===== src/sv/ddmo_pkg.sv =====
// Shared types, constants and arithmetic helpers for the odometry and move sequencer block.
package ddmo_pkg;

	localparam int CORDIC_STEPS_DEF = 16;

	// Datapath widths.
	localparam int NUM_W  = 51;
	localparam int DEN_W  = 24;
	localparam int REM_W  = DEN_W + 1;
	localparam int MA_W   = 33;
	localparam int MB_W   = 26;
	localparam int PROD_W = MA_W + MB_W;
	localparam int ANG_W  = 20;
	localparam int HEAD_W = 19;
	localparam int IN_W   = 80;
	localparam int OUT_W  = 152;

	// Angle constants in Q16.16.
	localparam int PI_Q      = 205887;
	localparam int TWO_PI_Q  = 411774;
	localparam int HALF_PI_Q = 102944;
	localparam int CORDIC_GAIN = 39797;

	localparam logic signed [63:0] SAT_MAX = 64'sh0000_0000_7FFF_FFFF;
	localparam logic signed [63:0] SAT_MIN = 64'shFFFF_FFFF_8000_0000;

	typedef enum logic [1:0] {
		KIND_TICK      = 2'd0,
		KIND_ROTATE    = 2'd1,
		KIND_TRANSLATE = 2'd2,
		KIND_STOP      = 2'd3
	} kind_t;

	typedef enum logic [1:0] {
		MS_STOP      = 2'd0,
		MS_ROTATE    = 2'd1,
		MS_TRANSLATE = 2'd2
	} motion_t;

	typedef enum logic [2:0] {
		CFG_ROT_PREC  = 3'd0,
		CFG_TR_PREC   = 3'd1,
		CFG_ROT_SPEED = 3'd2,
		CFG_TR_SPEED  = 3'd3,
		CFG_PERIMETER = 3'd4,
		CFG_CENTER    = 3'd5,
		CFG_RATIO     = 3'd6,
		CFG_SAMPLE    = 3'd7
	} cfg_idx_t;

	typedef enum logic [4:0] {
		OP_NONE,
		OP_ACCEPT,
		OP_BANG,
		OP_REM,
		OP_WCD,
		OP_D2,
		OP_DROTM,
		OP_SUMM,
		OP_DTR,
		OP_DIV1,
		OP_DIV2,
		OP_T2,
		OP_XM,
		OP_X,
		OP_Y,
		OP_DIV3,
		OP_HEAD,
		OP_OUT
	} op_t;

	typedef enum logic [4:0] {
		S_IDLE,
		S_BANG,
		S_REM,
		S_WCD,
		S_D2,
		S_DROTM,
		S_SUMM,
		S_DTR,
		S_WDIV1,
		S_WDIV2,
		S_T2,
		S_WCOR,
		S_X,
		S_Y,
		S_WDIV3,
		S_WWRAP,
		S_OUT
	} state_t;

	typedef struct packed {
		op_t op;
	} dp_cmd_t;

	typedef struct packed {
		logic div_done;
		logic cor_busy;
		logic wrap_busy;
		logic out_free;
	} dp_stat_t;

	// Arctangent of 2^-i in Q16.16.
	function automatic logic [15:0] atan_q(input logic [4:0] idx);
		logic [15:0] r;
		case (idx)
			5'd0:    r = 16'd51472;
			5'd1:    r = 16'd30385;
			5'd2:    r = 16'd16055;
			5'd3:    r = 16'd8150;
			5'd4:    r = 16'd4091;
			5'd5:    r = 16'd2047;
			5'd6:    r = 16'd1024;
			5'd7:    r = 16'd512;
			5'd8:    r = 16'd256;
			5'd9:    r = 16'd128;
			5'd10:   r = 16'd64;
			5'd11:   r = 16'd32;
			5'd12:   r = 16'd16;
			5'd13:   r = 16'd8;
			5'd14:   r = 16'd4;
			5'd15:   r = 16'd2;
			5'd16:   r = 16'd1;
			default: r = 16'd0;
		endcase
		return r;
	endfunction

	// Clip to the 32-bit signed range.
	function automatic logic signed [31:0] sat32(input logic signed [63:0] v);
		logic signed [31:0] r;
		if (v > SAT_MAX)
			r = 32'sh7FFF_FFFF;
		else if (v < SAT_MIN)
			r = 32'sh8000_0000;
		else
			r = v[31:0];
		return r;
	endfunction

	function automatic logic ovf32(input logic signed [63:0] v);
		return (v > SAT_MAX) || (v < SAT_MIN);
	endfunction

	// Division of a product by 2^k, truncated toward zero.
	function automatic logic signed [PROD_W-1:0] trunc_shr(input logic signed [PROD_W-1:0] p,
		input int unsigned k);
		logic signed [PROD_W-1:0] bias;
		logic signed [PROD_W-1:0] r;
		bias = (PROD_W'(1) << k) - PROD_W'(1);
		if (p < 0)
			r = (p + bias) >>> k;
		else
			r = p >>> k;
		return r;
	endfunction

endpackage


===== src/sv/ddmo_ctrl.sv =====
// Controller: sequences one tick through the datapath operations.
module ddmo_ctrl
	import ddmo_pkg::*;
(
	input  logic       clk,
	input  logic       arst_n,
	input  logic       in_valid,
	input  logic [1:0] in_kind,
	input  dp_stat_t   stat,
	output logic       in_ready,
	output dp_cmd_t    cmd
);

	state_t state_q, state_d;

	always_ff @(posedge clk or negedge arst_n) begin
		if (!arst_n)
			state_q <= S_IDLE;
		else
			state_q <= state_d;
	end

	// Next state and operation for the datapath.
	always_comb begin
		state_d  = state_q;
		cmd.op   = OP_NONE;
		in_ready = 1'b0;
		case (state_q)
			S_IDLE: begin
				in_ready = 1'b1;
				if (in_valid) begin
					cmd.op = OP_ACCEPT;
					if (kind_t'(in_kind) == KIND_TICK)
						state_d = S_BANG;
				end
			end
			S_BANG: begin
				cmd.op  = OP_BANG;
				state_d = S_REM;
			end
			S_REM: begin
				cmd.op  = OP_REM;
				state_d = S_WCD;
			end
			S_WCD: begin
				cmd.op  = OP_WCD;
				state_d = S_D2;
			end
			S_D2: begin
				cmd.op  = OP_D2;
				state_d = S_DROTM;
			end
			S_DROTM: begin
				cmd.op  = OP_DROTM;
				state_d = S_SUMM;
			end
			S_SUMM: begin
				cmd.op  = OP_SUMM;
				state_d = S_DTR;
			end
			S_DTR: begin
				cmd.op  = OP_DTR;
				state_d = S_WDIV1;
			end
			S_WDIV1: begin
				if (stat.div_done) begin
					cmd.op  = OP_DIV1;
					state_d = S_WDIV2;
				end
			end
			S_WDIV2: begin
				if (stat.div_done) begin
					cmd.op  = OP_DIV2;
					state_d = S_T2;
				end
			end
			S_T2: begin
				cmd.op  = OP_T2;
				state_d = S_WCOR;
			end
			S_WCOR: begin
				if (!stat.cor_busy) begin
					cmd.op  = OP_XM;
					state_d = S_X;
				end
			end
			S_X: begin
				cmd.op  = OP_X;
				state_d = S_Y;
			end
			S_Y: begin
				cmd.op  = OP_Y;
				state_d = S_WDIV3;
			end
			S_WDIV3: begin
				if (stat.div_done) begin
					cmd.op  = OP_DIV3;
					state_d = S_WWRAP;
				end
			end
			S_WWRAP: begin
				if (!stat.wrap_busy) begin
					cmd.op  = OP_HEAD;
					state_d = S_OUT;
				end
			end
			S_OUT: begin
				if (stat.out_free) begin
					cmd.op  = OP_OUT;
					state_d = S_IDLE;
				end
			end
			default: state_d = S_IDLE;
		endcase
	end

endmodule


===== config.mk =====
export PLATFORM = sky130hd
export DESIGN_NAME = ddmo_ctrl
export DESIGN_NICKNAME = d
export VERILOG_FILES = /design/src/sv/ddmo_pkg.sv /design/src/sv/ddmo_ctrl.sv
export SDC_FILE = /design/constraint.sdc
export NUM_CORES = 1
export LEC_CHECK = 0
export BUFFER_PORTS_ARGS = -buffer_cell sky130_fd_sc_hd__buf_2
export CORE_AREA = 2 2 39 41
export DETAILED_ROUTE_END_ITERATION = 16
export DIE_AREA = 0 0 41 43
export GPL_TIMING_DRIVEN = 0
export PLACE_DENSITY = 0.6
export SLEW_MARGIN = 10
export SYNTH_ARGS = -nofsm -noshare
export SYNTH_HDL_FRONTEND = slang
export SYNTH_SLANG_ARGS = --single-unit
export TNS_END_PERCENT = 10

===== constraint.sdc =====
create_clock -name clk -period 4 [get_ports clk]
set_input_delay 0.8 -clock clk [delete_from_list [all_inputs] [get_ports clk]]
set_output_delay 0.8 -clock clk [all_outputs]
set_load 0.02 [all_outputs]

-- Word-level counts from Yosys, hierarchy flattened
Index checks and enable logic that the tools add are counted.
- eq/ne operators: 24
- multiplexer cells: 18
- reduce and logical (&&, ||, !) cells: 3
- operators with widths (kind ; number):
    $pmux W5 S17 ; 2
    $mux W5 ; 10
    $eq A5 B4 Y1 const B ; 8
    $eq A5 B3 Y1 const B ; 4
    $mux W4 ; 4
    $ne A2 B2 Y1 const B ; 8
    $eq A5 B2 Y1 const B ; 2
    $reduce_and A8 Y1 ; 1
    $eq A5 B1 Y1 const B ; 1
    $eq A5 B5 Y1 const B ; 1
    $logic_not A5 Y1 ; 1
    $logic_not A2 Y1 ; 1
    $mux W1 ; 2
- bits in registers: 5
- word-level logic and storage cells: 46

-- Longest topological paths before layout
- word-level depth: 4
- mapped depth: 5

-- Least setup slack after synthesis
No wires, ideal clock.
- path kind: input to output
- from: input port stat[3] in the netlist's numbering
- to: output port cmd[0] in the netlist's numbering
- cell stages on the path: 3
- required time: 3.200 ns
- slack: 1.543 ns
- arrival time: 1.657 ns
- path through: nor2b_1 a311o_1 o21ai_0
- RTL lines (what ; line ; RTL):
    from (decl) ; ddmo_ctrl.sv:9 ; input dp_stat_t stat,
    to (decl) ; ddmo_ctrl.sv:11 ; output dp_cmd_t cmd

==> out/metrics.cfg <==
[synthesis]
synthesis.area_um2 = 462
synth_top_family_by_area = simple AND/OR/NAND/NOR gates
synth_cell_types = 26
synthCells = 60
yosysSeqAreaShare = 0.271
synth_edf_count = 0
yosys_register_bits = 5
yosys_warnings = 0
synthMuxAreaShare = 0.0542
ys_async_sr_fraction = 1.00
synth-simple-area-share = 0.341
synth_xor_area_frac = 0
syn-num-nets = 69
postSynthAreaPerCell_um2 = 7.69
synthAdderAreaFrac = 0
synth_compound_area_frac = 0.257
synth_flop_cell = dfrtp_1

[route]
met1_length_um = 533
wl_met3_um = 53
wl_met2_um = 489
final_antenna_net_count = 0
first_pass_iters = 4
top_layer = met3
drt_iter0_drc = 10
drcViolationCount = 0
via_per_inst = 5.07
routed_wl_um = 1080
avgRoutedWirePerCell_um = 11.5
vias = 477

[pwr]
p_leak_uw = 0.000282
p_total_uw = 478
swShare = 0.475
netSwitchingPower_uw = 227
p_int_uw = 251
ir_drop_uv = 294
power_density_mw_per_mm2 = 826
combinationalPowerShare = 0.681
clkPwrFrac = 0.122
pwr-share-seq = 0.197

[sta]
setup_viol = 0
slew_viol_final = 0
hold_viol = 0
final.min_clock_period_ns = 2.57
skew_ns = 0.00743
worst_slew_margin_rel = 0.739
rsz0062_at_grt = no
worstMarginPinSlew_ns = 0.391
fmax_mhz = 390
fin_tns_setup_ns = 0
layout_setup_ws_ns = 1.43
finalCritPeriodShare = 0.642

[global_routing]
grt_start_max_net_pins = 11
grt_pass1_wl_um = 1740
grt_pass1_vias = 432
antenna_found_initial = 0
groute.usage.overall = 0.148
grt.overflow.total = 0

[finish]
largest_reg_flops = 5
nets = 88
syn_to_final_growth_pct = 25.2
drive_gt1_frac = 0.308
stdcell_count = 94
fin_area_um2 = 578
top_register = state_q
antenna_cells = 0
largestRegisters = state_q: 5 flops

[placed_design]
dp_cells = 90
place_congestion = 0.729
post-place-ws_ns = 1.56
place_area_um2 = 552
numPortBuffers = 14
hpwl_um = 838

[setup_path]
reg2reg_to = state_q[0]
crit_chain = clkbuf_1 > nand3_1 > or3_1 > nand2_1 > buf_2
crit_family = simple AND/OR/NAND/NOR gates
rrSetupSlack_ns = 2.27
cpPeakStageDelay_ns = 0.43
r2r_start = state_q[3]
crit_fanout = 10
worstSetupPathType = reg2out
rr_worst_depth = 5
arrival_ns = 1.77
end_kind = output pin
worstPathRequired_ns = 3.20
cp_slowest_cell = dfrtp_1
cp_num_buf_inv = 2
cp-start-kind = flip-flop

[clocking]
clkSinkCount = 5
post_cts_resized = 0
clkLatencyLatePin_ns = 0.24
cts_tree = done
h-tree-depth = 1
postCtsSetupBuffers = 0
path_clk_slew_ns = 0.05
cts_made_buffers = 3
cts_hold_buffers = 0
cts_buffer_depth = 2
cts_root_buf = clkbuf_4

[die]
row_count = 14
initial_utilization = 0.334
die_h_um = 43
die_area_mm2 = 0.00176
io_pins = 15
core-area_mm2 = 0.00138
die_w_um = 41

[job]
maxCapViolCount = 0

[hold_path]
holdCritPathClass = in2async

[outcome]
status = completed

logic make-up after synthesis:
group                  after synthesis
multiplexers                         2
AO/OA/AOI/OAI                       19
flip-flops                           5
buffers and inverters                7
AND/OR/NAND/NOR                     27
synthesized netlist by cell type (2+ instances only):
| cell | instances | share of area |
|---|---|---|
| dfrtp_1 | 5 | 0.27 |
| nand2_1 | 3 | 0.024 |
| or3_1 | 2 | 0.027 |
| a211oi_1 | 2 | 0.033 |
| or2b_1 | 2 | 0.033 |
| nor3_1 | 4 | 0.043 |
| inv_1 | 2 | 0.016 |
| a21o_1 | 3 | 0.049 |
| o21ai_0 | 6 | 0.065 |
| nor2b_1 | 3 | 0.041 |
| nor2_1 | 7 | 0.057 |
| clkbuf_1 | 3 | 0.024 |
| a21oi_1 | 5 | 0.054 |
power by group through the flow:
stage               Sequential [uW]  Combinational (uW)  Clock [uW]
global placement               94.8                 325           0
floorplan                      89.8                 253           0
finish                         94.2                 325        58.1
global route                   97.7                 357        67.6
detailed placement             94.6                 327           0
CTS                            94.0                 329        62.0
cell type report:
type / instances / area [um2]
inverter: 2 / 7.51
buffer: 5 / 27.5
sequential: 5 / 125
tap: 16 / 20.0
clock buffer: 4 / 26.3
fill: 155 / 806
multi-input combinational: 48 / 302
timing repair buffer: 14 / 70.1
through the flow:
stage,hold slack [ns],util
6_report,0.360,0.418
3_3_place_gp,0.562,0.399
4_1_cts,0.350,0.418
2_1_floorplan,0.504,-
5_1_grt,0.350,0.418
3_5_place_dp,0.557,0.399
routing by layer:
| metal | up-vias | GRT usage |
|---|---|---|
| met1 | 215 | 0.180 |
| met2 | 12 | 0.209 |
| met5 | - | 0 |
| met3 | 0 | 0.0838 |
| met4 | 0 | 0.0600 |
| li1 | 250 | - |
worst max path at each step:
stage / slack (ns) / endpoint / startpoint / cells after the start
after detailed placement: 1.56 / cmd[0] / stat[3] / 5
final: 1.43 / cmd[4] / state_q[1] / 5
after floorplan: 1.54 / cmd[0] / stat[3] / 3
after CTS: 1.41 / cmd[4] / state_q[1] / 5
after global placement: 1.56 / cmd[0] / stat[3] / 5
after global routing: 1.27 / cmd[4] / state_q[1] / 5
cell usage in the layout (no fill, tap or decap), types with 2 or more instances in the layout:
cell	instances
or3_1	2
nor2_1	7
dfrtp_1	5
nand2_1	3
clkbuf_4	3
a21oi_1	5
or2b_1	2
nor2b_1	3
clkbuf_1	4
o21ai_0	6
buf_2	15
a211oi_1	2
inv_1	2
a21o_1	3
nor3_1	4
(Power assumes the default switching activity.)
